--- config.mk ---
export PLATFORM = sky130hd
export DESIGN_NAME = vgqm_fifo
export DESIGN_NICKNAME = d
export VERILOG_FILES = /design/src/design/vgqm_pkg.sv /design/src/design/vgqm_fifo.sv
export SDC_FILE = /design/constraint.sdc
export NUM_CORES = 1
export LEC_CHECK = 0
export BUFFER_PORTS_ARGS = -buffer_cell sky130_fd_sc_hd__buf_2
export CELL_PAD_IN_SITES_DETAIL_PLACEMENT = 0
export CELL_PAD_IN_SITES_GLOBAL_PLACEMENT = 1
export CORE_AREA = 4 4 101 103
export DETAILED_ROUTE_END_ITERATION = 16
export DIE_AREA = 0 0 105 107
export HOLD_SLACK_MARGIN = 0.12
export PLACE_DENSITY = 0.46
export SLEW_MARGIN = 20
export SYNTH_ARGS = -nofsm -noshare
export SYNTH_HDL_FRONTEND = slang
export SYNTH_SLANG_ARGS = --single-unit
--- constraint.sdc ---
create_clock -name i_clk -period 2.3 [get_ports i_clk]
set_clock_uncertainty 0.15 [all_clocks]
set_input_delay 0.23 -clock i_clk [delete_from_list [all_inputs] [get_ports i_clk]]
set_output_delay 0.23 -clock i_clk [all_outputs]
set_load 0.01 [all_outputs]
--- src/design/vgqm_pkg.sv ---
// ----------------------------------------------------------------------------
// vgqm_pkg
// shared types and constants of the voxel greedy quad mesher
// ----------------------------------------------------------------------------
package vgqm_pkg;

    // chunk geometry
    localparam int CW         = 16;
    localparam int CD         = 64;
    localparam int VS         = CW + 1;
    localparam int VOL_DEPTH  = VS * CD * VS;
    localparam int VOL_AW     = $clog2(VOL_DEPTH);
    localparam int MASK_DEPTH = (CW > CD) ? (CW * CW) : (CW * CD);
    localparam int MASK_AW    = $clog2(MASK_DEPTH);
    localparam int MAXD       = (CW > CD) ? CW : CD;
    localparam int CNT_W      = $clog2(MAXD + 1);

    // request codes on the input channel
    localparam logic [1:0] REQ_WRITE   = 2'd0;
    localparam logic [1:0] REQ_RESTART = 2'd1;
    localparam logic [1:0] REQ_PULL    = 2'd2;
    localparam logic [1:0] REQ_UNKNOWN = 2'd3;

    // register indexes
    localparam logic [1:0] REG_WATER   = 2'd0;
    localparam logic [1:0] REG_LEAVES  = 2'd1;
    localparam logic [1:0] REG_GLASS   = 2'd2;
    localparam logic [1:0] REG_UNKNOWN = 2'd3;

    // normal axes
    localparam logic [1:0] AXIS_X = 2'd0;
    localparam logic [1:0] AXIS_Y = 2'd1;
    localparam logic [1:0] AXIS_Z = 2'd2;

    // face type codes
    localparam logic [2:0] FT_POS_Z = 3'd0;
    localparam logic [2:0] FT_NEG_Z = 3'd1;
    localparam logic [2:0] FT_POS_Y = 3'd2;
    localparam logic [2:0] FT_NEG_Y = 3'd3;
    localparam logic [2:0] FT_POS_X = 3'd4;
    localparam logic [2:0] FT_NEG_X = 3'd5;

    // face direction codes in the mask key
    localparam logic [1:0] DIR_LOWER = 2'd1;
    localparam logic [1:0] DIR_UPPER = 2'd2;

    typedef enum logic [1:0] {
        CMD_WRITE,
        CMD_RESTART,
        CMD_PULL
    } t_op;

    typedef struct packed {
        t_op        op;
        logic [4:0] x;
        logic [5:0] y;
        logic [4:0] z;
        logic [7:0] blk;
    } t_cmd;

    typedef struct packed {
        logic [7:0] water;
        logic [7:0] leaves;
        logic [7:0] glass;
    } t_ids;

    typedef enum logic [3:0] {
        S_CLEAR,
        S_IDLE,
        S_PULL,
        S_BRD,
        S_BWR,
        S_SRD,
        S_SCHK,
        S_WRD,
        S_WCHK,
        S_HRD,
        S_HCHK,
        S_CLR,
        S_EMIT,
        S_ENDSCAN
    } t_state;

endpackage

--- src/design/vgqm_fifo.sv ---
// ----------------------------------------------------------------------------
// vgqm_fifo
// two-entry command queue between the front and the back
// ----------------------------------------------------------------------------
module vgqm_fifo
    import vgqm_pkg::*;
(
    input  logic i_clk,
    input  logic i_rst_n,
    input  logic i_push,
    input  t_cmd i_data,
    output logic o_full,
    input  logic i_pop,
    output t_cmd o_data,
    output logic o_empty
);

    t_cmd       r_mem [2];
    logic       r_wp;
    logic       r_rp;
    logic [1:0] r_cnt;

    assign o_full  = (r_cnt == 2'd2);
    assign o_empty = (r_cnt == 2'd0);
    assign o_data  = r_mem[r_rp];

    always_ff @(posedge i_clk) begin
        if (!i_rst_n) begin
            r_wp  <= 1'b0;
            r_rp  <= 1'b0;
            r_cnt <= 2'd0;
        end else begin
            if (i_push) begin
                r_wp <= ~r_wp;
            end
            if (i_pop) begin
                r_rp <= ~r_rp;
            end
            if (i_push && !i_pop) begin
                r_cnt <= r_cnt + 2'd1;
            end else if (i_pop && !i_push) begin
                r_cnt <= r_cnt - 2'd1;
            end
        end
    end

    always_ff @(posedge i_clk) begin
        if (i_push) begin
            r_mem[r_wp] <= i_data;
        end
    end

endmodule

== After elaboration in Yosys (flattened, before gate mapping) ==
Memories as Yosys holds them, arrays and structs flattened. A register that Yosys moved wholly into a read port is not among the register bits.
Index checks and enable logic that the tools add are counted.
Word-level totals
  memories kept: 1
  bits of input ports: 30
  register bits: 4
  bits in writable memories: 52
  output and inout bits: 28
Memory list
  r_mem: depth 2, bits a word 26, read ports 1, clocked after memory_dff 1, wr ports 1, line vgqm_fifo.sv:18  | t_cmd r_mem [2];
Operators by class
  $add $sub $neg: 2
  eq/ne operators: 1
  mux-type cells: 6
  bitwise gates (word level): 2
  reduce and logical (&&, ||, !) cells: 6
Operators by type and width (count)
  $mux 1: 4
  $mux 2: 2
  $add 2x1->2 const B: 1
  $eq 2x2->1 const B: 1
  $logic_and 1x1->1: 2
  $logic_not 1->1: 2
  $logic_not 2->1: 1
  $not 1->1: 2
  $reduce_bool 2->1: 1
  $sub 2x1->2 const B: 1

== Longest topological paths before layout ==
Gate-level depths: netlist of run 1.
  depth in word-level cells: 4
  gate-level depth with buffers: 5
  gate-level depth less buffers: 5

== Worst setup path before layout of run 1 ==
OpenSTA, ideal clock, no wires.
  kind: register -> register
  start point: register r_wp
  end point: memory r_mem[0][0] (netlist name) (enable)
  stages on the path, launching flop included: 2
  setup time: 0.413 ns
  buffers on the path: 0
  path slack: 0.222 ns
  data required time: 1.737 ns
  arrival time: 1.515 ns
  period minus slack after synthesis: 2.078 ns
  path through: dfxtp_1 nor2b_1
RTL lines
  start, declared: line vgqm_fifo.sv:19  | logic r_wp;
  start signal, assigned: line vgqm_fifo.sv:34  | r_wp <= ~r_wp;
  end, declared: line vgqm_fifo.sv:18
No word-level cell before the write port.

==> flow_metrics.tcl, run 1 <==
set metrics [dict create \
    multi_input_area_um2 415 \
    wl_per_cell_um 13.8 \
    worst-r2r-setup-slack_ns 0.67 \
    postPlaceCellArea_mm2 0.00256 \
    slew_headroom 0.729 \
    drc 0 \
    vias 1218 \
    layout-drive-gt1-share 0.500 \
    rsz0062_at_grt "no" \
    min_period_ns 1.81 \
    viasPerCell 3.87 \
    cp.required_ns 1.92 \
    clk_path_buf_depth 2 \
    synth.distinct_cells 17 \
    die-area_mm2 0.0112 \
    regArea_mm2 0.00166 \
    worstMarginPinSlew_ns 0.405 \
    crit_type "flop to output pin" \
    final-hold-violation-count 0 \
    cts_tree "done" \
    cts_max_level 3 \
    finalSetupViolations 0 \
    ant_nets 0 \
    cp_max_fo 16 \
    synth_top_cell_by_area "edfxtp_1" \
    hpwl_um 3020 \
    die_x_um 105 \
    vdd_ir_drop_max_uv 183 \
    antenna_found_initial 0 \
    wl_um 4360 \
    clk_pin_slew_ns 0.06 \
    ys_async_sr_fraction 0 \
    p_leak_nw 1.16 \
    dp_slack_ns 0.811 \
    synth-edff-count 52 \
    synthMuxAreaShare 0.140 \
    endpoint_kind "output pin" \
    synth_common_cells "edfxtp_1 (52), mux2_2 (26), dfxtp_1 (5)" \
    fin_util 0.329 \
    cap_viol_max_count 0 \
    syn2layout_area_growth_pct 44.4 \
    place_congestion 0.676 \
    postLayoutCellArea_mm2 0.00302 \
    synth_warnings 0 \
    clock_latency_ns 0.32 \
    grt_max_degree 21 \
    final_nets 232 \
    cts_buffers 9 \
    worst_r2r_startpoint "r_wp" \
    track_usage 0.0831 \
    synth_flop_cell "edfxtp_1" \
    tns_ns 0 \
    grt_pass1_wl_um 6870 \
    row_count 35 \
    p_int_mw 1.83 \
    status "finished, final reports clean" \
    synth-simple-area-share 0.0269 \
    power.density_mw_per_mm2 779 \
    setup_ws_ns 0.485 \
    synth_top_family_by_area "multiplexers" \
    synth_top_area_share 0.746 \
    switching_share 0.221 \
    root_buffer "clkbuf_8" \
    dieHeight_um 107 \
    synth_area_mm2 0.00209 \
    avgSynthCellArea_um2 20.3 \
    r2r-end "r_wp" \
    fmax_mhz 551 \
    port_buffers 57 \
    cts_sinks 57 \
    synth_fp_nets 134 \
    seq_power_share 0.515 \
    drt_iter0_drc 10 \
    netSwitchingPower_mw 0.520 \
    synth_xor_xnor_area_share 0.0126 \
    synth_most_common_cell "edfxtp_1" \
    critPathCapture "o_data[7]" \
    slew_viol_final 0 \
    first_pass_iters 2 \
    synth_compound_area_frac 0.00956 \
    grt-ovfl-total 0 \
    period_share 0.789 \
    io_pins 58 \
    power_frac_comb 0.126 \
    antenna_cells 0 \
    startpoint_type "flop" \
    synthTopCellsByArea "edfxtp_1 (75%), mux2_2 (14%), dfxtp_1 (4.8%)" \
    ctsResizeCount 0 \
    fill_cells 914 \
    synth_seq_cells 57 \
    synthAdderAreaFrac 0.00598 \
    netlist_instances 103 \
    r2r_cells 3 \
    hold_path.class "input pin to flop" \
    grt_pass1_vias 1394 \
    crit_arrival_ns 1.43 \
    clkPwrFrac 0.359 \
    core_area_mm2 0.00920 \
    yosysSeqAreaShare 0.794 \
    start_util 0.228 \
]
[worst min-delay path by stage]
| stage | from | to | slack [ns] | cells after the start |
|---|---|---|---|---|
| after global placement | i_data[15] | r_mem[0][15] | 0.27 | 1 |
| after CTS | i_push | r_mem[0][24] | 0.24 | 2 |
| after detailed placement | i_data[17] | r_mem[1][17] | 0.27 | 1 |
| after global routing | i_push | r_mem[0][25] | 0.25 | 2 |
| after floorplan | i_data[0] | r_mem[0][0] | 0.18 | 0 |
| final | i_push | r_mem[0][24] | 0.25 | 2 |
[what timing repair did]
action,CTS,global route
buffers inserted,0,0
hold buffers,29,0
hold endpoints to repair,57,0
setup endpoints to repair,0,0
[stage by stage]
| stage | std cells | total power [mW] | hold WS (ns) |
|---|---|---|---|
| after floorplan | 103 | 1.38 | 0.179 |
| after global placement | 272 | 1.49 | 0.272 |
| after detailed placement | 272 | 1.50 | 0.272 |
| after CTS | 315 | 2.41 | 0.235 |
| after global routing | 315 | 2.47 | 0.251 |
| final | 315 | 2.35 | 0.251 |
[per-layer routing]
layer  up-vias  GRT usage  share of wire  wire, um
met3        10     0.0271          0.060       263
met2        40      0.143           0.52      2260
li1        588          -              -         -
met5         -          0              0         0
met1       580     0.0868           0.39      1720
met4         0     0.0562          0.027       117
[critical path, stage by stage, from the launching register on]
cell	delay, ns
dfxtp_1	0.33
buf_4	0.25
mux2_2	0.38
buf_2	0.14
[state kept, by name, indices dropped and copies added (netlist names), named ones only]
signal / count
r_mem: 52
r_rp: 1
r_wp: 1
r_cnt: 2
[cell type report]
class	count	share of cell area
clock buffers	9	0.0410
flip-flops and latches	57	0.550
inverters	1	0.00124
clock inverters	5	0.0161
well taps	111	0.0459
multi-input cells	42	0.137
repair buffers	90	0.209
[cells by family after synthesis]
group | count (synthesis)
muxes | 26
DFF | 57
adders and majority gates | 1
buffers and inverters | 4
and+or+nand+nor | 9
AOI/OAI and AO/OA | 3
xor gates and xnor gates | 3
[power by group through the flow]
stage / Combinational (mW) / Clock [mW] / Sequential [mW]
floorplan: 0.147 / 0 / 1.23
global placement: 0.260 / 0 / 1.23
detailed placement: 0.266 / 0 / 1.23
CTS: 0.307 / 0.885 / 1.21
global route: 0.327 / 0.923 / 1.22
finish: 0.297 / 0.845 / 1.21
[placed cells by master (no fill, tap or decap), types with 2 or more instances in the layout]
cell type | synthesis | layout
buf_2 | 1 | 57
edfxtp_1 | 52 | 52
dlygate4sd3_1 | 0 | 29
mux2_2 | 26 | 26
clkbuf_8 | 0 | 9
dfxtp_1 | 5 | 5
and2_1 | 4 | 4
clkinv_2 | 0 | 3
xor2_1 | 2 | 2
buf_12 | 0 | 2
buf_4 | 2 | 2
No activity file was read; power rests on OpenSTA's default activity.
==> run 2, diff against run 1 <==
--- a/config.mk
+++ b/config.mk
@@ -5,12 +5,13 @@
 export SDC_FILE = /design/constraint.sdc
 export NUM_CORES = 1
 export LEC_CHECK = 0
+export ABC_AREA = 1
 export BUFFER_PORTS_ARGS = -buffer_cell sky130_fd_sc_hd__buf_2
 export CELL_PAD_IN_SITES_DETAIL_PLACEMENT = 0
 export CELL_PAD_IN_SITES_GLOBAL_PLACEMENT = 1
-export CORE_AREA = 4 4 101 103
+export CORE_AREA = 4 4 103 105
 export DETAILED_ROUTE_END_ITERATION = 16
-export DIE_AREA = 0 0 105 107
+export DIE_AREA = 0 0 107 109
 export HOLD_SLACK_MARGIN = 0.12
 export PLACE_DENSITY = 0.46
 export SLEW_MARGIN = 20
==> constraint.sdc (replaced) <==
create_clock -name i_clk -period 1.84 [get_ports i_clk]
set_clock_uncertainty 0.15 [all_clocks]
set_input_delay 0.184 -clock i_clk [delete_from_list [all_inputs] [get_ports i_clk]]
set_output_delay 0.184 -clock i_clk [all_outputs]
set_load 0.01 [all_outputs]
==> run 2 against run 1 <==
  * Final cell count rose by 12%
  * Global-route usage fell by 0.49 points
  * Count of clock-buffer cells in the layout rose by 1
  * Utilization barely moved
  * Sequential cell count did not move
  * Combinational power rose by 25%
  * Clock power rose by 29%
  * Worst hold slack improved by 0.098 ns
  * First-iteration DRC count rose to 2.7 times the previous value
  * Via count rose by 3.4%
  * Synthesized cell count rose by 13%
  * Largest power group unchanged
==> flow_metrics.tcl, run 2 <==
set metrics [dict create \
    hpwl_um 2880 \
    io_pins 58 \
    core_area_mm2 0.00964 \
    fin_cells 354 \
    ys_async_sr_fraction 0 \
    cts_tree "done" \
    synth-edff-count 52 \
    crit_arrival_ns 1.87 \
    synth_common_cells "edfxtp_1 (52), mux2_4 (20), nor2_1 (9)" \
    synth_seq_cells 57 \
    power.density_mw_per_mm2 937 \
    crit_start "i_pop" \
    synthTopCellsByArea "edfxtp_1 (71%), mux2_4 (14%), dfxtp_1 (4.5%)" \
    mostFrequentLayoutCells "buf_2 (57), edfxtp_1 (52), dlygate4sd3_1 (31)" \
    synth_area_mm2 0.00221 \
    tns_ns 0 \
    grt_pass1_vias 1306 \
    die-area_mm2 0.0117 \
    r2r_cells 4 \
    place_congestion 0.600 \
    multi_input_area_um2 468 \
    r2r-end "r_wp" \
    finalSetupViolations 0 \
    yosysSeqAreaShare 0.752 \
    start_util 0.229 \
    synth.distinct_cells 14 \
    root_buffer "clkbuf_8" \
    min_period_ns 1.76 \
    max_stage_delay_ns 0.57 \
    row_count 36 \
    slew_headroom 0.831 \
    port_buffers 57 \
    synth_warnings 0 \
    status "finished, final reports clean" \
    worst-r2r-setup-slack_ns 0.53 \
    synth_flop_cell "edfxtp_1" \
    cts_sinks 57 \
    regArea_mm2 0.00167 \
    cp_max_fo 3 \
    fill_cells 1004 \
    synth_top_cell_by_area "edfxtp_1" \
    track_usage 0.0782 \
    cp.required_ns 1.94 \
    largest_register "r_mem" \
    endpoint_kind "flop" \
    fmax_mhz 568 \
    worstMarginPinSlew_ns 0.253 \
    layout.cells.most_common "buf_2" \
    reg.largest.list "r_mem x52, r_cnt x2" \
    worst_r2r_startpoint "r_wp" \
    final_nets 248 \
    antenna_found_initial 0 \
    p_leak_nw 1.27 \
    ant_nets 0 \
    critPathCapture "r_cnt[0]" \
    die_x_um 107 \
    crit_type "input pin to flop" \
    vdd_ir_drop_max_uv 279 \
    timing.hold.ws_ns 0.349 \
    grt_pass1_wl_um 6510 \
    netlist_instances 116 \
    placed_cells 308 \
    synth_most_common_cell "edfxtp_1" \
    crit_top_cell "dlygate4sd3_1" \
    dieHeight_um 109 \
    cts_max_level 3 \
    clock_latency_ns 0.32 \
    avgSynthCellArea_um2 19.0 \
    hold_path.class "flop to flop" \
    vias 1260 \
    largest_reg_flops 52 \
    viasPerCell 3.56 \
    slew_viol_final 0 \
    final-hold-violation-count 0 \
    syn2layout_area_growth_pct 43.7 \
    clk_path_buf_depth 2 \
    antenna_cells 0 \
    cts_buffers 9 \
    layout-drive-gt1-share 0.471 \
    cts_setup_buffers 0 \
    startpoint_type "input pin" \
    period_share 0.957 \
    grt_max_degree 27 \
    drc 0 \
    grt-ovfl-total 0 \
    path_cells "dlygate4sd3_1 > buf_2 > inv_1 > ha_1 > dlygate4sd3_1 > a21oi_1" \
    synth_top_area_share 0.707 \
    drt_iter0_drc 27 \
    synth_fp_nets 147 \
    wl_per_cell_um 12.0 \
    wl_um 4260 \
    cap_viol_max_count 0 \
    rsz0062_at_grt "no" \
    first_pass_iters 4 \
    fin_util 0.329 \
    holdPathStages 2 \
    clk_pin_slew_ns 0.06 \
    worst_path_max_delay_cell "dlygate4sd3_1" \
]
-- run 2: how the worst min path moves through the flow --
stage	from	endpoint
2_1_floorplan	i_data[0]	r_mem[0][0]
3_3_place_gp	i_data[2]	r_mem[1][2]
3_5_place_dp	i_data[2]	r_mem[0][2]
4_1_cts	r_rp	flop
5_1_grt	r_rp	flop
6_report	r_rp	flop
-- run 2: critical path, delay by kind of cell --
family	cells	cell delay, ns
AO/OA/AOI/OAI	1	0.12
buffers and inverters	4	1.27
adder cells (fa/ha/maj)	1	0.29
-- run 2: cell type report --
class	count	area share
Sequential cell	57	0.525
Timing Repair Buffer	93	0.207
Multi-Input combinational cell	48	0.147
Tap cell	133	0.0524
Clock buffer	10	0.0402
Clock inverter	5	0.0181
Inverter	8	0.00946
-- run 2: cells by family after synthesis --
group / share of synthesized area
buffers and inverters: 0.0368
adders and majority gates: 0.00566
DFF: 0.752
muxes: 0.167
AOI/OAI and AO/OA: 0.00453
and+or+nand+nor: 0.0340
-- run 2: stage by stage --
step	cell area (um^2)	power [mW]	setup WS, ns
after global routing	3170	3.12	0.0252
after detailed placement	2680	1.87	0.363
final	3170	2.97	0.0782
after CTS	3170	3.04	0.0449
after floorplan	2210	1.74	0.272
after global placement	2680	1.87	0.385
-- run 2: repair_timing --
action                     CTS  global route
hold endpoints to repair    57             0
hold buffers                31             0
setup endpoints to repair    1             0
gates resized for setup      1             0
-- run 2: where the power goes --
part	switching, mW	internal [mW]	total [mW]
combinational	0.164	0.208	0.371
sequential	0.0236	1.49	1.52
clock	0.473	0.615	1.09
-- run 2: metal layers --
metal,wire length (um),part of all wire,global-route usage,vias up
met3,246,0.058,0.0320,6
met4,67,0.016,0.0466,0
met1,1920,0.45,0.0915,586
li1,-,-,-,627
met5,0,0,0,-
met2,2030,0.48,0.121,41
